File: config.mk
export PLATFORM = sky130hd
export DESIGN_NAME = tlks_sqrt
export DESIGN_NICKNAME = d
export VERILOG_FILES = /design/src/tlks_pkg.sv /design/src/tlks_sqrt.sv
export SDC_FILE = /design/constraint.sdc
export NUM_CORES = 2
export LEC_CHECK = 0
export ABC_CLOCK_PERIOD_IN_PS = 6950
export BUFFER_PORTS_ARGS = -buffer_cell sky130_fd_sc_hd__buf_2
export CAP_MARGIN = 20
export CORE_ASPECT_RATIO = 0.75
export CORE_UTILIZATION = 57
export DETAILED_ROUTE_END_ITERATION = 10
export GPL_ROUTABILITY_DRIVEN = 0
export PLACE_DENSITY = 0.69
export SYNTH_ARGS = -nofsm -noshare
export SYNTH_HDL_FRONTEND = slang
export SYNTH_SLANG_ARGS = --single-unit
File: constraint.sdc
create_clock -name aclk -period 6.95 [get_ports aclk]
set_clock_uncertainty 0.15 [all_clocks]
set_input_delay 0.695 -clock aclk [delete_from_list [all_inputs] [get_ports aclk]]
set_output_delay 0.695 -clock aclk [all_outputs]
set_load 0.01 [all_outputs]
File: src/tlks_pkg.sv
// ----------------------------------------------------------------------------
// tlks_pkg
// Shared widths, constants and types of the two-link knee solver.
// ----------------------------------------------------------------------------
package tlks_pkg;

    localparam int FRAC_BITS = 8;
    localparam int COORD_W   = 24;
    localparam int LEN_W     = 23;
    localparam int LSQ_W     = 2 * LEN_W;
    localparam int D_W       = COORD_W + 1;
    localparam int SQ_W      = 2 * D_W;
    localparam int SQ_R      = SQ_W / 2;
    localparam int SQ_REM_W  = SQ_R + 2;
    localparam int NUM_W     = SQ_W + 2;
    localparam int A_W       = 33;
    localparam int PA_W      = A_W + D_W;
    localparam int SUM_W     = PA_W + 1;
    localparam int DIV_W     = SUM_W;
    localparam int DVS_W     = D_W + 1;
    localparam int SDATA_W   = 6 * COORD_W;
    localparam int MDATA_W   = 56;
    localparam int CFG_IDX_W = 2;

    localparam logic [LEN_W-1:0] UPPER_RESET = LEN_W'(50 << FRAC_BITS);
    localparam logic [LEN_W-1:0] LOWER_RESET = LEN_W'(60 << FRAC_BITS);
    localparam logic [DIV_W-1:0] A_LIM = {{(DIV_W-A_W+1){1'b0}}, 1'b1, {(A_W-2){1'b0}}};

    localparam logic [CFG_IDX_W-1:0] CFG_UPPER = 2'd0;
    localparam logic [CFG_IDX_W-1:0] CFG_LOWER = 2'd1;

    typedef logic signed [COORD_W-1:0] coord_t;

    typedef enum logic [1:0] {
        ST_REACH = 2'd0,
        ST_FAR   = 2'd1,
        ST_CLOSE = 2'd2,
        ST_SAME  = 2'd3
    } status_t;

endpackage

File: src/tlks_sqrt.sv
// ----------------------------------------------------------------------------
// tlks_sqrt
// Pipelined integer square root, one result bit per register stage.
// ----------------------------------------------------------------------------
module tlks_sqrt import tlks_pkg::*; (
    input  logic            aclk,
    input  logic            aresetn,
    input  logic            en,
    input  logic            in_valid,
    input  logic [SQ_W-1:0] in_rad,
    output logic            out_valid,
    output logic [SQ_R-1:0] out_root
);

    logic [SQ_W-1:0]     rad_reg [SQ_R];
    logic [SQ_W-1:0]     rad_src [SQ_R];
    logic [SQ_REM_W-1:0] rem_reg [SQ_R];
    logic [SQ_REM_W-1:0] rem_src [SQ_R];
    logic [SQ_R-1:0]     root_reg [SQ_R];
    logic [SQ_R-1:0]     root_src [SQ_R];
    logic [SQ_R-1:0]     v_reg;
    logic [SQ_R-1:0]     v_src;
    logic [SQ_REM_W+1:0] t_c [SQ_R];
    logic [SQ_REM_W+1:0] trial_c [SQ_R];
    logic [SQ_REM_W+1:0] diff_c [SQ_R];
    logic [SQ_R-1:0]     ge_c;

    always_comb begin
        rad_src[0]  = in_rad;
        rem_src[0]  = '0;
        root_src[0] = '0;
        v_src[0]    = in_valid;
        for (int k = 1; k < SQ_R; k++) begin
            rad_src[k]  = rad_reg[k-1];
            rem_src[k]  = rem_reg[k-1];
            root_src[k] = root_reg[k-1];
            v_src[k]    = v_reg[k-1];
        end
        for (int k = 0; k < SQ_R; k++) begin
            t_c[k]     = {rem_src[k], rad_src[k][SQ_W-1 -: 2]};
            trial_c[k] = {2'b00, root_src[k], 2'b01};
            ge_c[k]    = t_c[k] >= trial_c[k];
            diff_c[k]  = t_c[k] - trial_c[k];
        end
    end

    always_ff @(posedge aclk) begin
        if (!aresetn) begin
            v_reg <= '0;
        end else if (en) begin
            v_reg <= v_src;
        end
    end

    always_ff @(posedge aclk) begin
        if (en) begin
            for (int k = 0; k < SQ_R; k++) begin
                rad_reg[k]  <= {rad_src[k][SQ_W-3:0], 2'b00};
                rem_reg[k]  <= ge_c[k] ? diff_c[k][SQ_REM_W-1:0] : t_c[k][SQ_REM_W-1:0];
                root_reg[k] <= {root_src[k][SQ_R-2:0], ge_c[k]};
            end
        end
    end

    assign out_valid = v_reg[SQ_R-1];
    assign out_root  = root_reg[SQ_R-1];

endmodule

**Yosys cells after proc, flatten, opt, wreduce, memory -nomap -nowiden**

Memory sizes are Yosys's and may differ from the RTL's.
Index checks and enable logic that the tools add are counted.

- Flip-flop bits (word level): 25
- Memories: 3
- RAM bits: 2,500

Memory list:

| name | depth | bits a word | read ports | clocked after memory_dff | wr ports | line | source |
|---|---|---|---|---|---|---|---|
| rad_reg | 25 | 48 | 24 | 0 | 25 | tlks_sqrt.sv:15 | `logic [SQ_W-1:0] rad_reg [SQ_R];` |
| rem_reg | 25 | 27 | 24 | 0 | 25 | tlks_sqrt.sv:17 | `logic [SQ_REM_W-1:0] rem_reg [SQ_R];` |
| root_reg | 25 | 25 | 25 | 0 | 25 | tlks_sqrt.sv:19 | `logic [SQ_R-1:0] root_reg [SQ_R];` |

- $add $sub $neg: 25
- Order comparisons: 25
- Muxes and demuxes: 27

Operators with widths:

| kind | count |
|---|---|
| 29-bit by 27-bit greater-or-equal comparator with 1-bit output | 24 |
| 27-bit two-way mux | 25 |
| 27-bit subtractor | 24 |
| 2-bit by 1-bit subtractor with 3-bit output (second input constant) | 1 |
| 2-bit by 1-bit greater-or-equal comparator with 1-bit output (second input constant) | 1 |
| 1-bit two-way mux | 2 |

**Depth between registers and ports, before layout**

An unclocked memory read counts as a cell.

- Depth after elaboration: 3
- Mapped depth: 14
- Gate-level depth less buffers: 12

**Least setup slack after synthesis**

No wires, ideal clock.

- Path kind: reg2reg
- Start point: memory rem_reg[0][65] in the netlist's numbering
- End point: memory rem_reg[0][101] in the netlist's numbering, data pin
- Setup time: 270 ps
- Path buffers: 2
- Cell stages (with the launch flop): 11
- Data arrival time: 2,885 ps
- Setup slack: 3,645 ps
- Path through: edfxtp_1 -> or4_4 -> or4_1 -> clkbuf_1 -> nor4_1 -> or3b_1 -> buf_4 -> and3_4 -> nand2_2 -> nor3_1 -> xor2_1

RTL lines:

| item | line |
|---|---|
| start, declared | tlks_sqrt.sv:17 |

==> impl_metrics.env <==
export IMPL_critPathCaptureType="flip-flop"
export IMPL_fin_crit_sh=0.618
export IMPL_tightestPinTransition_ns=1.22
export IMPL_min_period_ns=4.30
export IMPL_slowest_delay_ns=0.91
export IMPL_yosysSeqAreaShare=0.645
export IMPL_fillers=9292
export IMPL_port_buffer_count=79
export IMPL_largest_reg_flops=611
export IMPL_ctsHoldBuffers=52
export IMPL_drv_cap=0
export IMPL_holdPathStages=2
export IMPL_vias=42500
export IMPL_cts_buffer_depth=3
export IMPL_hpwl_mm=92.2
export IMPL_core_area_um2=125000
export IMPL_max_freq_mhz=233
export IMPL_via_per_inst=5.67
export IMPL_slew_violations=0
export IMPL_yosys_area_top_type="edfxtp_1"
export IMPL_power_leakage_nw=30.8
export IMPL_run_status="finished clean"
export IMPL_dieArea_um2=128000
export IMPL_cp_max_fo=38
export IMPL_cts_root_buf="clkbuf_16"
export IMPL_die_w_um=413
export IMPL_synth_top_cell_area_share=0.638
export IMPL_synth_main_ff_cell="edfxtp_1"
export IMPL_synthTopCellsByCount="edfxtp_1, inv_1, a21oi_1"
export IMPL_antenna_found_initial=3
export IMPL_area_delta_synth_final_pct=10.7
export IMPL_power_density_nw_per_um2=312
export IMPL_layout_drive_gt1_share=0.0756
export IMPL_cts_resized=0
export IMPL_synthTopCellsByArea="edfxtp_1, ha_1, xnor2_1"
export IMPL_gr_usage_all_layers=0.209
export IMPL_numCtsBuffers=153
export IMPL_initial_utilization=0.578
export IMPL_io_pins=80
export IMPL_synthesis_area_um2=72300
export IMPL_insertion_delay_ns=0.80
export IMPL_clk_pin_slew_ns=0.06
export IMPL_synth_fp_nets=5943
export IMPL_path_cells="ha_1 -> o21a_1 -> nor2_1 -> a21oi_1 -> o21bai_1 -> o21ai_0 -> a211o_1 -> buf_4 -> nor2b_1 -> o2111ai_1 -> xnor2_1"
export IMPL_hold_path_class="primary input to flip-flop"
export IMPL_antenna_violating_nets_post_route=0
export IMPL_cts_setup_buffers=0
export IMPL_synth_edf_count=1536
export IMPL_grt_max_degree=197
export IMPL_rows=112
export IMPL_slowest_stage="o21ai_0"
export IMPL_avgSynthCellArea_um2=13.1
export IMPL_grt_pass1_vias=40200
export IMPL_cts_sinks=1561
export IMPL_ys_ff_latch=1561
export IMPL_relSlewSlack=0.174
export IMPL_timing_hold_ws_ns=0.176
export IMPL_place_area_um2=74500
export IMPL_finish_instance_area_um2=80000
export IMPL_drt_total_wl_mm=133
export IMPL_worstPathArrival_ns=4.64
export IMPL_wl_per_cell_um=17.7
export IMPL_die_h_um=310
export IMPL_grt_pass1_wl_mm=213
export IMPL_drt_pass1_iterations=6
export IMPL_netlist_instances=5537
export IMPL_fin_cells=7496
export IMPL_rsz0062_at_grt="no"
export IMPL_diodes=0
export IMPL_cp_start_kind="flip-flop"
export IMPL_ys_warn_count=0
export IMPL_synth_async_sr_flop_share=0
export IMPL_rr_worst_depth=11
export IMPL_nets=6129
export IMPL_grt_ovfl_total=0
export IMPL_crit_required_ns=7.30
export IMPL_drtIter0Drc=4152
export IMPL_setup_tns_ns=0
export IMPL_final_setup_viol_count=0
export IMPL_synth_distinct_cells=88
export IMPL_hold_viol=0
export IMPL_placed_cells=7166
export IMPL_irDropWorstVdd_v=0.000269
export IMPL_cts_max_level=4
export IMPL_cts_tree="done"
export IMPL_yosys_cell_count_top_type="edfxtp_1"
export IMPL_drcViolationCount=0
export IMPL_critical_path_class="flip-flop to flip-flop"
[cells in the final DEF (no fill, tap or decap), types with 15 or more instances in the layout]
cell type | netlist | final
clkinv_2 | 1 | 25
nor2b_1 | 70 | 70
mux2i_1 | 33 | 33
o21ai_0 | 245 | 245
edfxtp_1 | 1536 | 1536
nand2_1 | 316 | 316
nand2b_1 | 80 | 80
xnor2_1 | 255 | 255
inv_1 | 431 | 431
dfxtp_1 | 25 | 25
nor2_1 | 355 | 355
buf_4 | 26 | 23
ha_1 | 352 | 352
a21o_1 | 142 | 142
a21oi_1 | 358 | 356
o211ai_1 | 15 | 15
mux2_2 | 60 | 60
buf_2 | 1 | 78
and3_1 | 39 | 39
o21a_1 | 71 | 71
or4_1 | 36 | 36
nand3_1 | 88 | 88
clkbuf_16 | 0 | 155
nor4_1 | 78 | 77
and2_1 | 32 | 32
a31oi_1 | 26 | 26
o21bai_1 | 27 | 27
nand4_1 | 47 | 47
o31ai_1 | 24 | 24
xor2_1 | 245 | 245
dlygate4sd3_1 | 0 | 52
clkinv_1 | 1 | 37
nor3_1 | 134 | 134
a211oi_1 | 29 | 28
clkbuf_1 | 99 | 28
or2_2 | 21 | 21
or3_1 | 48 | 48
[logic make-up after synthesis]
logic type,share of synthesized area
compound gates,0.0903
xor+xnor,0.0606
fa+ha+maj,0.0610
buf+inv,0.0309
flops,0.645
mux,0.0139
other cells,0.0000519
simple gates,0.0980
[worst paths after layout]
| kind | from | endpoint | slack [ns] |
|---|---|---|---|
| max reg2reg | rem_reg[2][82] | rem_reg[2][134] | 2.65 |
| min reg2reg | rad_reg[0][277] | rad_reg[0][327] | 0.25 |
| min | aresetn | v_reg[1] | 0.18 |
| max | rem_reg[2][82] | rem_reg[2][134] | 2.65 |
[worst max-delay path, delay by kind of cell, from the launching register on]
| kind | cells | cell delay [ns] |
|---|---|---|
| AO/OA/AOI/OAI | 6 | 2.13 |
| XOR/XNOR | 1 | 0.17 |
| adder cells (fa/ha/maj) | 1 | 0.40 |
| buffers and inverters | 1 | 0.38 |
| flip-flops | 1 | 0.41 |
| AND/OR/NAND/NOR | 2 | 0.35 |
[report_power, final]
| group | leakage, nW | switching (W) | internal, W |
|---|---|---|---|
| sequential | 14.9 | 0.000682 | 0.0117 |
| combinational | 13.5 | 0.00251 | 0.00190 |
| clock | 2.39 | 0.00353 | 0.00457 |
[area by class of cell]
class | count | area [um^2] | area share
clock buffer | 183 | 3980 | 0.0498
clock inverter | 92 | 943 | 0.0118
inverter | 433 | 1630 | 0.0203
multi-input combinational | 3410 | 23400 | 0.293
sequential | 1561 | 46600 | 0.583
tap | 1653 | 2070 | 0.0259
timing repair buffer | 164 | 1300 | 0.0162
[routing by layer]
metal  track usage  share of wire  vias to the layer above
li1              -              -                    20800
met1         0.326           0.50                    20400
met2         0.286           0.40                     1170
met3        0.0529          0.075                      176
met4        0.0608          0.020                        0
met5             0              0                        -
[stage by stage]
step | utilization | power (W) | setup WS (ns)
3_5_place_dp | 0.596 | 0.0169 | 2.53
5_1_grt | 0.640 | 0.0261 | 2.44
4_1_cts | 0.639 | 0.0251 | 2.50
3_3_place_gp | 0.596 | 0.0167 | 2.23
2_1_floorplan | - | 0.0156 | 3.65
6_report | 0.640 | 0.0249 | 2.65
Power figures use the tool's default switching activity.
